### src/hw/rtl/kwp2000_frame_receiver_macros.svh
// Assertion macros for the frame receiver RTL, included by kwp_deframer.
// Needs nothing else; files that assert include it by name.
`ifndef KWP2000_FRAME_RECEIVER_MACROS_SVH
`define KWP2000_FRAME_RECEIVER_MACROS_SVH

// Condition and check in the same cycle.
`define KWP_ASSERT_NOW(label, clk, rst, cond, chk, msg) \
   label: assert property (@(posedge clk) disable iff (rst) (cond) |-> (chk)) \
      else $error(msg);

// Condition in one cycle, check in the next.
`define KWP_ASSERT_NEXT(label, clk, rst, cond, chk, msg) \
   label: assert property (@(posedge clk) disable iff (rst) (cond) |=> (chk)) \
      else $error(msg);

`endif

### src/hw/rtl/kwp_pkg.sv
// Shared types and constants of the ISO 14230 frame receiver.
// Used by kwp_deframer and kwp2000_frame_receiver; depends on nothing.
`default_nettype none

package kwp_pkg;

   typedef enum logic [1:0] {
      STATUS_MORE  = 2'd0,
      STATUS_DONE  = 2'd1,
      STATUS_ERROR = 2'd2
   } status_type;

   // Format byte fields.
   localparam logic [7:0] FMT_MODE_MASK = 8'hC0;
   localparam logic [7:0] FMT_MODE_CARB = 8'h40;
   localparam logic [7:0] FMT_ADDR_BIT  = 8'h80;
   localparam logic [7:0] FMT_LEN_MASK  = 8'h3F;

   typedef struct packed {
      status_type  status;
      logic        payload_valid;
      logic [7:0]  payload_byte;
      logic [7:0]  payload_index;
      logic [7:0]  payload_length;
      logic        has_addresses;
      logic [7:0]  target_address;
      logic [7:0]  source_address;
   } result_type;

endpackage

`default_nettype wire

### src/hw/rtl/kwp_deframer.sv
// Frame state registers and per-byte deframing logic.
// Depends on kwp_pkg and kwp2000_frame_receiver_macros.svh.
`default_nettype none

`include "kwp2000_frame_receiver_macros.svh"

module kwp_deframer (
   input  wire logic               clock,
   input  wire logic               reset,
   input  wire logic               step_valid,
   input  wire logic [7:0]         step_byte,
   output      kwp_pkg::result_type step_result
);

   logic [2:0] header_index_ff,  header_index_in;
   logic [2:0] header_length_ff, header_length_in;
   logic [7:0] data_length_ff,   data_length_in;
   logic [7:0] data_index_ff,    data_index_in;
   logic [7:0] running_sum_ff,   running_sum_in;
   logic [7:0] target_ff,        target_in;
   logic [7:0] source_ff,        source_in;
   logic       address_ff,       address_in;

   logic       first_byte;
   logic       carb;
   logic       addr_eff;
   logic [2:0] hlen_eff;
   logic [7:0] dlen_eff;
   logic [7:0] fmt_len;
   logic [2:0] hidx_next;
   logic [7:0] sum_next;

   always_comb begin
      fmt_len    = step_byte & kwp_pkg::FMT_LEN_MASK;
      first_byte = (header_index_ff == 3'd0);
      carb       = first_byte &&
                   ((step_byte & kwp_pkg::FMT_MODE_MASK) == kwp_pkg::FMT_MODE_CARB);
      // On the format byte the header shape comes from the byte itself.
      addr_eff   = first_byte ? ((step_byte & kwp_pkg::FMT_ADDR_BIT) != 8'd0) : address_ff;
      hlen_eff   = first_byte ? (3'd1 + (addr_eff ? 3'd2 : 3'd0) +
                                 ((fmt_len == 8'd0) ? 3'd1 : 3'd0))
                              : header_length_ff;
      dlen_eff   = first_byte ? fmt_len : data_length_ff;
      hidx_next  = header_index_ff + 3'd1;
      sum_next   = running_sum_ff + step_byte;

      header_index_in  = header_index_ff;
      header_length_in = hlen_eff;
      data_length_in   = dlen_eff;
      data_index_in    = data_index_ff;
      running_sum_in   = running_sum_ff;
      target_in        = target_ff;
      source_in        = source_ff;
      address_in       = addr_eff;

      step_result                = '0;
      step_result.status         = kwp_pkg::STATUS_MORE;

      if (carb) begin
         step_result.status = kwp_pkg::STATUS_ERROR;
         header_index_in  = 3'd0;
         header_length_in = 3'd0;
         data_length_in   = 8'd0;
         data_index_in    = 8'd0;
         running_sum_in   = 8'd0;
         target_in        = 8'd0;
         source_in        = 8'd0;
         address_in       = 1'b0;
      end else if (header_index_ff != hlen_eff) begin
         if (addr_eff && header_index_ff == 3'd1) begin
            target_in = step_byte;
         end else if (addr_eff && header_index_ff == 3'd2) begin
            source_in = step_byte;
         end
         header_index_in = hidx_next;
         running_sum_in  = sum_next;
         // The separate length byte closes the header.
         if (dlen_eff == 8'd0 && hidx_next == hlen_eff) begin
            data_length_in = step_byte;
         end
      end else if (data_index_ff < dlen_eff) begin
         step_result.payload_valid = 1'b1;
         step_result.payload_byte  = step_byte;
         step_result.payload_index = data_index_ff;
         running_sum_in            = sum_next;
         data_index_in             = data_index_ff + 8'd1;
      end else begin
         // Checksum byte: report and clear for the next frame.
         if (running_sum_ff == step_byte) begin
            step_result.status         = kwp_pkg::STATUS_DONE;
            step_result.payload_length = dlen_eff;
            step_result.has_addresses  = addr_eff;
            step_result.target_address = addr_eff ? target_ff : 8'd0;
            step_result.source_address = addr_eff ? source_ff : 8'd0;
         end else begin
            step_result.status = kwp_pkg::STATUS_ERROR;
         end
         header_index_in  = 3'd0;
         header_length_in = 3'd0;
         data_length_in   = 8'd0;
         data_index_in    = 8'd0;
         running_sum_in   = 8'd0;
         target_in        = 8'd0;
         source_in        = 8'd0;
         address_in       = 1'b0;
      end
   end

   always_ff @(posedge clock) begin
      if (reset) begin
         header_index_ff  <= 3'd0;
         header_length_ff <= 3'd0;
         data_length_ff   <= 8'd0;
         data_index_ff    <= 8'd0;
         running_sum_ff   <= 8'd0;
         target_ff        <= 8'd0;
         source_ff        <= 8'd0;
         address_ff       <= 1'b0;
      end else if (step_valid) begin
         header_index_ff  <= header_index_in;
         header_length_ff <= header_length_in;
         data_length_ff   <= data_length_in;
         data_index_ff    <= data_index_in;
         running_sum_ff   <= running_sum_in;
         target_ff        <= target_in;
         source_ff        <= source_in;
         address_ff       <= address_in;
      end
   end

   `KWP_ASSERT_NOW(a_header_bound, clock, reset, 1'b1, header_index_ff <= 3'd4, "header index beyond four")
   `KWP_ASSERT_NOW(a_index_bound, clock, reset, 1'b1, data_index_ff <= data_length_ff, "payload index passed length")
   `KWP_ASSERT_NOW(a_payload_phase, clock, reset, step_valid && step_result.payload_valid, step_result.status == kwp_pkg::STATUS_MORE && header_index_ff == header_length_ff, "payload outside data phase")
   `KWP_ASSERT_NEXT(a_clear_after_end, clock, reset, step_valid && step_result.status != kwp_pkg::STATUS_MORE, header_index_ff == 3'd0 && running_sum_ff == 8'd0 && data_index_ff == 8'd0, "frame state not cleared")

endmodule

`default_nettype wire

### src/hw/rtl/kwp2000_frame_receiver.sv
// Top level of the ISO 14230 (KWP2000) byte-serial frame receiver.
// Depends on kwp_pkg and kwp_deframer.
//
//   channel | direction | handshake             | beat carries
//   req     | in        | req_valid / req_ready | one received byte (req_rx_byte)
//   rsp     | out       | rsp_valid / rsp_ready | status and payload/header fields
//
// One byte is taken per cycle unless a stalled response holds it up; each
// byte yields exactly one response beat. A byte waits in the input register,
// is deframed by the frame state logic and lands in the response register,
// from which the response is presented. Reset is synchronous and clears all
// frame state.
// A stalled response holds the input register, and the input side keeps
// accepting as long as that register is free or moving on in the same cycle.
`default_nettype none

module kwp2000_frame_receiver (
   input  wire logic       clock,
   input  wire logic       reset,
   input  wire logic       req_valid,
   output      logic       req_ready,
   input  wire logic [7:0] req_rx_byte,
   output      logic       rsp_valid,
   input  wire logic       rsp_ready,
   output      logic [1:0] rsp_status,
   output      logic       rsp_payload_valid,
   output      logic [7:0] rsp_payload_byte,
   output      logic [7:0] rsp_payload_index,
   output      logic [7:0] rsp_payload_length,
   output      logic       rsp_has_addresses,
   output      logic [7:0] rsp_target_address,
   output      logic [7:0] rsp_source_address
);

   logic                in_valid_ff, in_valid_in;
   logic [7:0]          in_byte_ff;
   logic                out_valid_ff, out_valid_in;
   kwp_pkg::result_type out_result_ff;
   kwp_pkg::result_type step_result;
   logic                advance;

   // The held byte moves on when the response register is empty or drains.
   assign advance   = in_valid_ff && (!out_valid_ff || rsp_ready);
   assign req_ready = !in_valid_ff || advance;

   always_comb begin
      in_valid_in = in_valid_ff;
      if (req_valid && req_ready) begin
         in_valid_in = 1'b1;
      end else if (advance) begin
         in_valid_in = 1'b0;
      end
      out_valid_in = out_valid_ff;
      if (advance) begin
         out_valid_in = 1'b1;
      end else if (rsp_ready) begin
         out_valid_in = 1'b0;
      end
   end

   kwp_deframer u_deframer (
      .clock       (clock),
      .reset       (reset),
      .step_valid  (advance),
      .step_byte   (in_byte_ff),
      .step_result (step_result)
   );

   always_ff @(posedge clock) begin
      if (reset) begin
         in_valid_ff  <= 1'b0;
         out_valid_ff <= 1'b0;
      end else begin
         in_valid_ff  <= in_valid_in;
         out_valid_ff <= out_valid_in;
      end
   end

   // Payload registers carry no reset; the valid flags guard them.
   always_ff @(posedge clock) begin
      if (req_valid && req_ready) begin
         in_byte_ff <= req_rx_byte;
      end
      if (advance) begin
         out_result_ff <= step_result;
      end
   end

   assign rsp_valid          = out_valid_ff;
   assign rsp_status         = out_result_ff.status;
   assign rsp_payload_valid  = out_result_ff.payload_valid;
   assign rsp_payload_byte   = out_result_ff.payload_byte;
   assign rsp_payload_index  = out_result_ff.payload_index;
   assign rsp_payload_length = out_result_ff.payload_length;
   assign rsp_has_addresses  = out_result_ff.has_addresses;
   assign rsp_target_address = out_result_ff.target_address;
   assign rsp_source_address = out_result_ff.source_address;

endmodule

`default_nettype wire

### config.mk
export PLATFORM = sky130hd
export DESIGN_NAME = kwp2000_frame_receiver
export DESIGN_NICKNAME = d
export VERILOG_FILES = /design/src/hw/rtl/kwp_pkg.sv /design/src/hw/rtl/kwp_deframer.sv /design/src/hw/rtl/kwp2000_frame_receiver.sv
export VERILOG_INCLUDE_DIRS = /design/src /design/src/hw/rtl
export SDC_FILE = /design/constraint.sdc
export NUM_CORES = 1
export LEC_CHECK = 0
export BUFFER_PORTS_ARGS = -buffer_cell sky130_fd_sc_hd__buf_4
export CAP_MARGIN = 0
export CORE_ASPECT_RATIO = 1.25
export CORE_MARGIN = 3
export CORE_UTILIZATION = 53
export CTS_BUF_LIST = sky130_fd_sc_hd__clkbuf_16
export DETAILED_ROUTE_END_ITERATION = 10
export GPL_TIMING_DRIVEN = 0
export MAX_ROUTING_LAYER = met4
export PLACE_DENSITY = 0.76
export SLEW_MARGIN = 40
export SYNTH_ARGS = -nofsm -noshare
export SYNTH_HDL_FRONTEND = slang
export SYNTH_SLANG_ARGS = --single-unit
### constraint.sdc
create_clock -name clock -period 3.7 [get_ports clock]
set_clock_uncertainty 0.05 [all_clocks]
set_input_delay 0.185 -clock clock [delete_from_list [all_inputs] [get_ports clock]]
set_output_delay 0.185 -clock clock [all_outputs]
set_load 0.005 [all_outputs]
==> run summary <==
The run gives 54.7% as the initial core utilization. The worst setup path is of the reg2reg kind. For the count of mapped cells out of synthesis, the log shows 467.

The critical path goes through or4_4 -> nor3_1 -> ha_1 -> and3b_1 -> a211oi_2 -> o21ba_4 -> o211a_1 -> buf_4 -> and4_1 -> buf_4 -> buf_6 -> and2_1. In this run the deepest clock path goes through 2 buffers. Net switching power of the design: 716 uW.

The internal portion of total power is 1.86 mW. The switching fraction of total power works out to 27.8%. The clock insertion delay at the later pin of the skew report is 0.35 ns. Summed over all layers, the global routing overflow is 0. The logs give 9170 sq um for the core box area and 16.3% for the fraction of power consumed by combinational cells. Summed over all layers, the routed wires come to 12600 microns.

The layout net count was 590; the share of the cycle needed by the critical path after routing was 96.4%. Yosys printed 0 warnings. The first global-routing pass estimated 19700 microns of wire. The routed design uses 822 microns of met3 wire. The final route contains 4202 vias. The horizontal die dimension is 93.0 microns. The CTS buffer count was 9; the boundary pin count was 58. For the share of the yosys chip area belonging to registers, the log shows 50.7%. Of the cells placed in the final design, the portion with a size suffix greater than 1 is 21.8%. The number of nets in the synthesized netlist is 499. The largest total area in the synthesized netlist belongs to sky130_fd_sc_hd__edfxtp_1. For the number of antenna violations at the first check in global routing, the log shows 0. The number of pins exceeding their max-slew limit in the final report is 0. Across all setup checks in the final design, the least slack found is 0.132 ns.

Before CTS, the worst setup slack after placement is -0.774 ns. Fill cells in the final layout number 721. The detailed router put a total of 5010 microns of wire on met1. Number of routed nets with antenna violations: 0.

The share of synthesized registers carrying an async set or reset was 0%. For the tightest hold margin, the log shows -0.00135 ns. Compared with the post-synthesis result, the final layout area differs by 23.8%.

The max-capacitance violation count is 0, and the register bit count reported by yosys is 101. The flow ran to the end, but the final reports show violations. STA classifies the critical path startpoint as a register. The via count of the first global-routing pass came out at 3950. Of all nets on the critical path, the largest fanout is 10. Total die area: 10700 sq um. The tools report the final antenna diode count as 0.

The post-synthesis average cell area came out at 10.7 sq um. The detailed-routing iteration count for the pre-antenna-repair pass is 5. At the worst endpoint, the arrival time is 3.74 ns.

In this run the cell area of the synthesized design comes to 5020 sq um. The clock power share was 35.0%. After floorplanning, the core was divided into 39 placement rows. The sequential cells in the finished layout cover a total of 2550 sq um. The congestion estimate from routability-driven global placement came to 0.960.

Headroom to the max-slew limit came out at 53.5%. Based on the critical path, the design can be clocked at up to 280 MHz. The H-tree depth reported by CTS is 3, and the floorplan die height is 115 microns.

Cell repeated most along the worst path: sky130_fd_sc_hd__buf_4. TritonCTS built the clock tree. The number of flops mapped to enable cells by yosys is 52, and the HPWL after detailed placement is 8770 microns. The logs give 24.6% for the all-layer global routing usage and 1 for the hold violation total from the final report. The tools report the number of clock sinks as 101.

The number of distinct library cells after synthesis came out at 67. Clock-pin slew was measured on the worst setup and hold paths at 0.07 ns. Setup repair after global routing left no endpoint under its margin. Among all flip-flop cells after synthesis, the most frequent one is sky130_fd_sc_hd__edfxtp_1. The largest single stage delay on the critical path is 0.64 ns. The kind of cell with the highest combined delay along the critical path is simple AND/OR/NAND/NOR gates. The shortest period the worst path allows was 3.57 ns.

The slowest cell on the critical path was sky130_fd_sc_hd__or4_4. The number of buffers and inverters on the critical path is 3. Ranked by total cell area, the synthesized netlist is headed by sky130_fd_sc_hd__edfxtp_1, sky130_fd_sc_hd__dfxtp_1, sky130_fd_sc_hd__ha_1. During placement, the flow inserted port buffers numbering 56.

The area share of the largest cell type after synthesis was 31.1%. Power spread over the standard cell area amounts to 415 nW/um^2. For the required time at the endpoint of the critical path, the log shows 3.88 ns. The worst hold path belongs to the class in2reg. In the layout the commonest cells are sky130_fd_sc_hd__buf_4, sky130_fd_sc_hd__edfxtp_1, sky130_fd_sc_hd__dfxtp_1.

The worst register-to-register path has a setup slack of 0.13 ns. The tools report the residual DRC count as 0. Buffer type at the clock tree root: sky130_fd_sc_hd__clkbuf_16.

The leakage power of the design is 2.53 nW. The checks that failed: hold timing. Setup violations remaining at the end of the flow were counted as 0. The highest metal layer carrying signal wires in the routed design is met4. STA classifies the critical path endpoint as a register. Entering global routing, the biggest net connects 37 pins. For the pin with the worst max-slew slack, the measured transition is 0.691 ns. Most common cell after layout, fill and taps aside: sky130_fd_sc_hd__buf_4.

The run gives 6280 microns as the sum of met2 wire segment lengths after detailed routing. The multi-input combinational cell area was 2360 sq um; the number of DRC markers in iteration 0 was 330. The share of total power dissipated in sequential elements is 48.7%. After detailed routing, the average wire length per cell comes to 18.4 microns. VDD sags by at most 272 uV. In the routed layout, each cell is associated on average with a via count of 6.13.
[power groups by stage]
stage / clock, mW / sequential, mW / combinational, mW
after floorplan: 0 / 1.27 / 0.245
after CTS: 0.904 / 1.26 / 0.391
after global routing: 0.955 / 1.26 / 0.452
final: 0.902 / 1.26 / 0.421
after global placement: 0 / 1.28 / 0.353
after detailed placement: 0 / 1.28 / 0.366
[tightest hold or removal path, delay by kind of cell]
kind	cells	cell delay [ns]
buf+inv	1	0.08
simple gates	1	0.07
compound gates	1	0.03
[cells by family after synthesis]
group / after synthesis / synth area share, %
AO/OA/AOI/OAI: 82 / 12.8
multiplexers: 24 / 4.91
flip-flops: 101 / 50.7
XOR/XNOR: 13 / 2.64
AND/OR/NAND/NOR: 183 / 19.9
buffers and inverters: 44 / 3.97
adder cells (fa/ha/maj): 20 / 5.14
[layout make-up]
cell class	count	area share (%)
Clock buffer	9	3.63
Sequential cell	101	41.0
Clock inverter	7	0.987
Multi-Input combinational cell	322	38.0
Tap cell	123	2.48
Buffer	27	2.42
Inverter	17	1.07
Timing Repair Buffer	80	10.4
[per-stage QoR]
| step | utilization [%] | setup TNS (ns) | area, sq um | power, mW | cells |
|---|---|---|---|---|---|
| 2_1_floorplan | - | 0 | 5020 | 1.52 | 467 |
| 3_3_place_gp | 61.0 | -44.02 | 5600 | 1.63 | 646 |
| 3_5_place_dp | 61.3 | -40.26 | 5620 | 1.65 | 647 |
| 4_1_cts | 66.4 | 0 | 6090 | 2.55 | 679 |
| 5_1_grt | 67.7 | 0 | 6210 | 2.67 | 686 |
| 6_report | 67.7 | 0 | 6210 | 2.58 | 686 |
[cells in the mapped netlist, types with 3 or more instances]
| cell type | count |
|---|---|
| sky130_fd_sc_hd__a21o_1 | 3 |
| sky130_fd_sc_hd__clkbuf_1 | 18 |
| sky130_fd_sc_hd__nand4_1 | 7 |
| sky130_fd_sc_hd__nor2b_1 | 7 |
| sky130_fd_sc_hd__nor2_1 | 33 |
| sky130_fd_sc_hd__a21oi_1 | 16 |
| sky130_fd_sc_hd__nand2b_1 | 3 |
| sky130_fd_sc_hd__a211oi_1 | 5 |
| sky130_fd_sc_hd__a32oi_1 | 6 |
| sky130_fd_sc_hd__a31oi_1 | 6 |
| sky130_fd_sc_hd__dfxtp_1 | 49 |
| sky130_fd_sc_hd__a311oi_1 | 7 |
| sky130_fd_sc_hd__o32ai_1 | 3 |
| sky130_fd_sc_hd__or4b_1 | 3 |
| sky130_fd_sc_hd__nand2_1 | 39 |
| sky130_fd_sc_hd__xnor2_1 | 9 |
| sky130_fd_sc_hd__mux2i_1 | 22 |
| sky130_fd_sc_hd__ha_1 | 19 |
| sky130_fd_sc_hd__o211ai_1 | 3 |
| sky130_fd_sc_hd__inv_1 | 16 |
| sky130_fd_sc_hd__and3_1 | 16 |
| sky130_fd_sc_hd__nor4_1 | 6 |
| sky130_fd_sc_hd__or3_1 | 4 |
| sky130_fd_sc_hd__nor3_1 | 6 |
| sky130_fd_sc_hd__nand3_1 | 22 |
| sky130_fd_sc_hd__buf_6 | 3 |
| sky130_fd_sc_hd__o21ai_0 | 6 |
| sky130_fd_sc_hd__edfxtp_1 | 52 |
| sky130_fd_sc_hd__o31ai_1 | 5 |
| sky130_fd_sc_hd__xor2_1 | 3 |
| sky130_fd_sc_hd__and4_1 | 3 |
| sky130_fd_sc_hd__buf_2 | 3 |
| sky130_fd_sc_hd__and2_1 | 20 |
[state kept, by name, summed over array words and instances (netlist names)]
name,flops
in_byte_ff,8
rsp_payload_byte,8
rsp_payload_index,8
rsp_payload_length,8
rsp_source_address,8
rsp_target_address,8
u_deframer.data_index_ff,8
u_deframer.data_length_ff,8
u_deframer.running_sum_ff,8
u_deframer.source_ff,8
u_deframer.target_ff,8
u_deframer.header_index_ff,3
u_deframer.header_length_ff,3
rsp_status,2
in_valid_ff,1
rsp_has_addresses,1
rsp_payload_valid,1
rsp_valid,1
u_deframer.address_ff,1
[worst paths after layout]
check                                          endpoint  cells past startpoint               startpoint
worst max-delay path              rsp_target_address[6]                     12            in_byte_ff[5]
worst max register to register    rsp_target_address[6]                     12            in_byte_ff[5]
worst min register to register  u_deframer.target_ff[3]                      2  u_deframer.target_ff[3]
worst min-delay path                        in_valid_ff                      3                req_valid
[routing by layer]
layer | up-vias | GRT usage, %
met4 | 0 | 13.6
met2 | 198 | 41.1
met5 | - | -
met3 | 49 | 3.73
met1 | 2017 | 28.4
li1 | 1938 | -
[timing repair]
action | in CTS | in global routing
buffers inserted | 8 | 7
pin swaps | 2 | 6
hold buffers | 8 | 0
endpoints found under the hold margin | 8 | 0
gates resized for setup | 12 | 10
endpoints found under the setup margin | 91 | 78
Power figures use the tool's default switching activity.
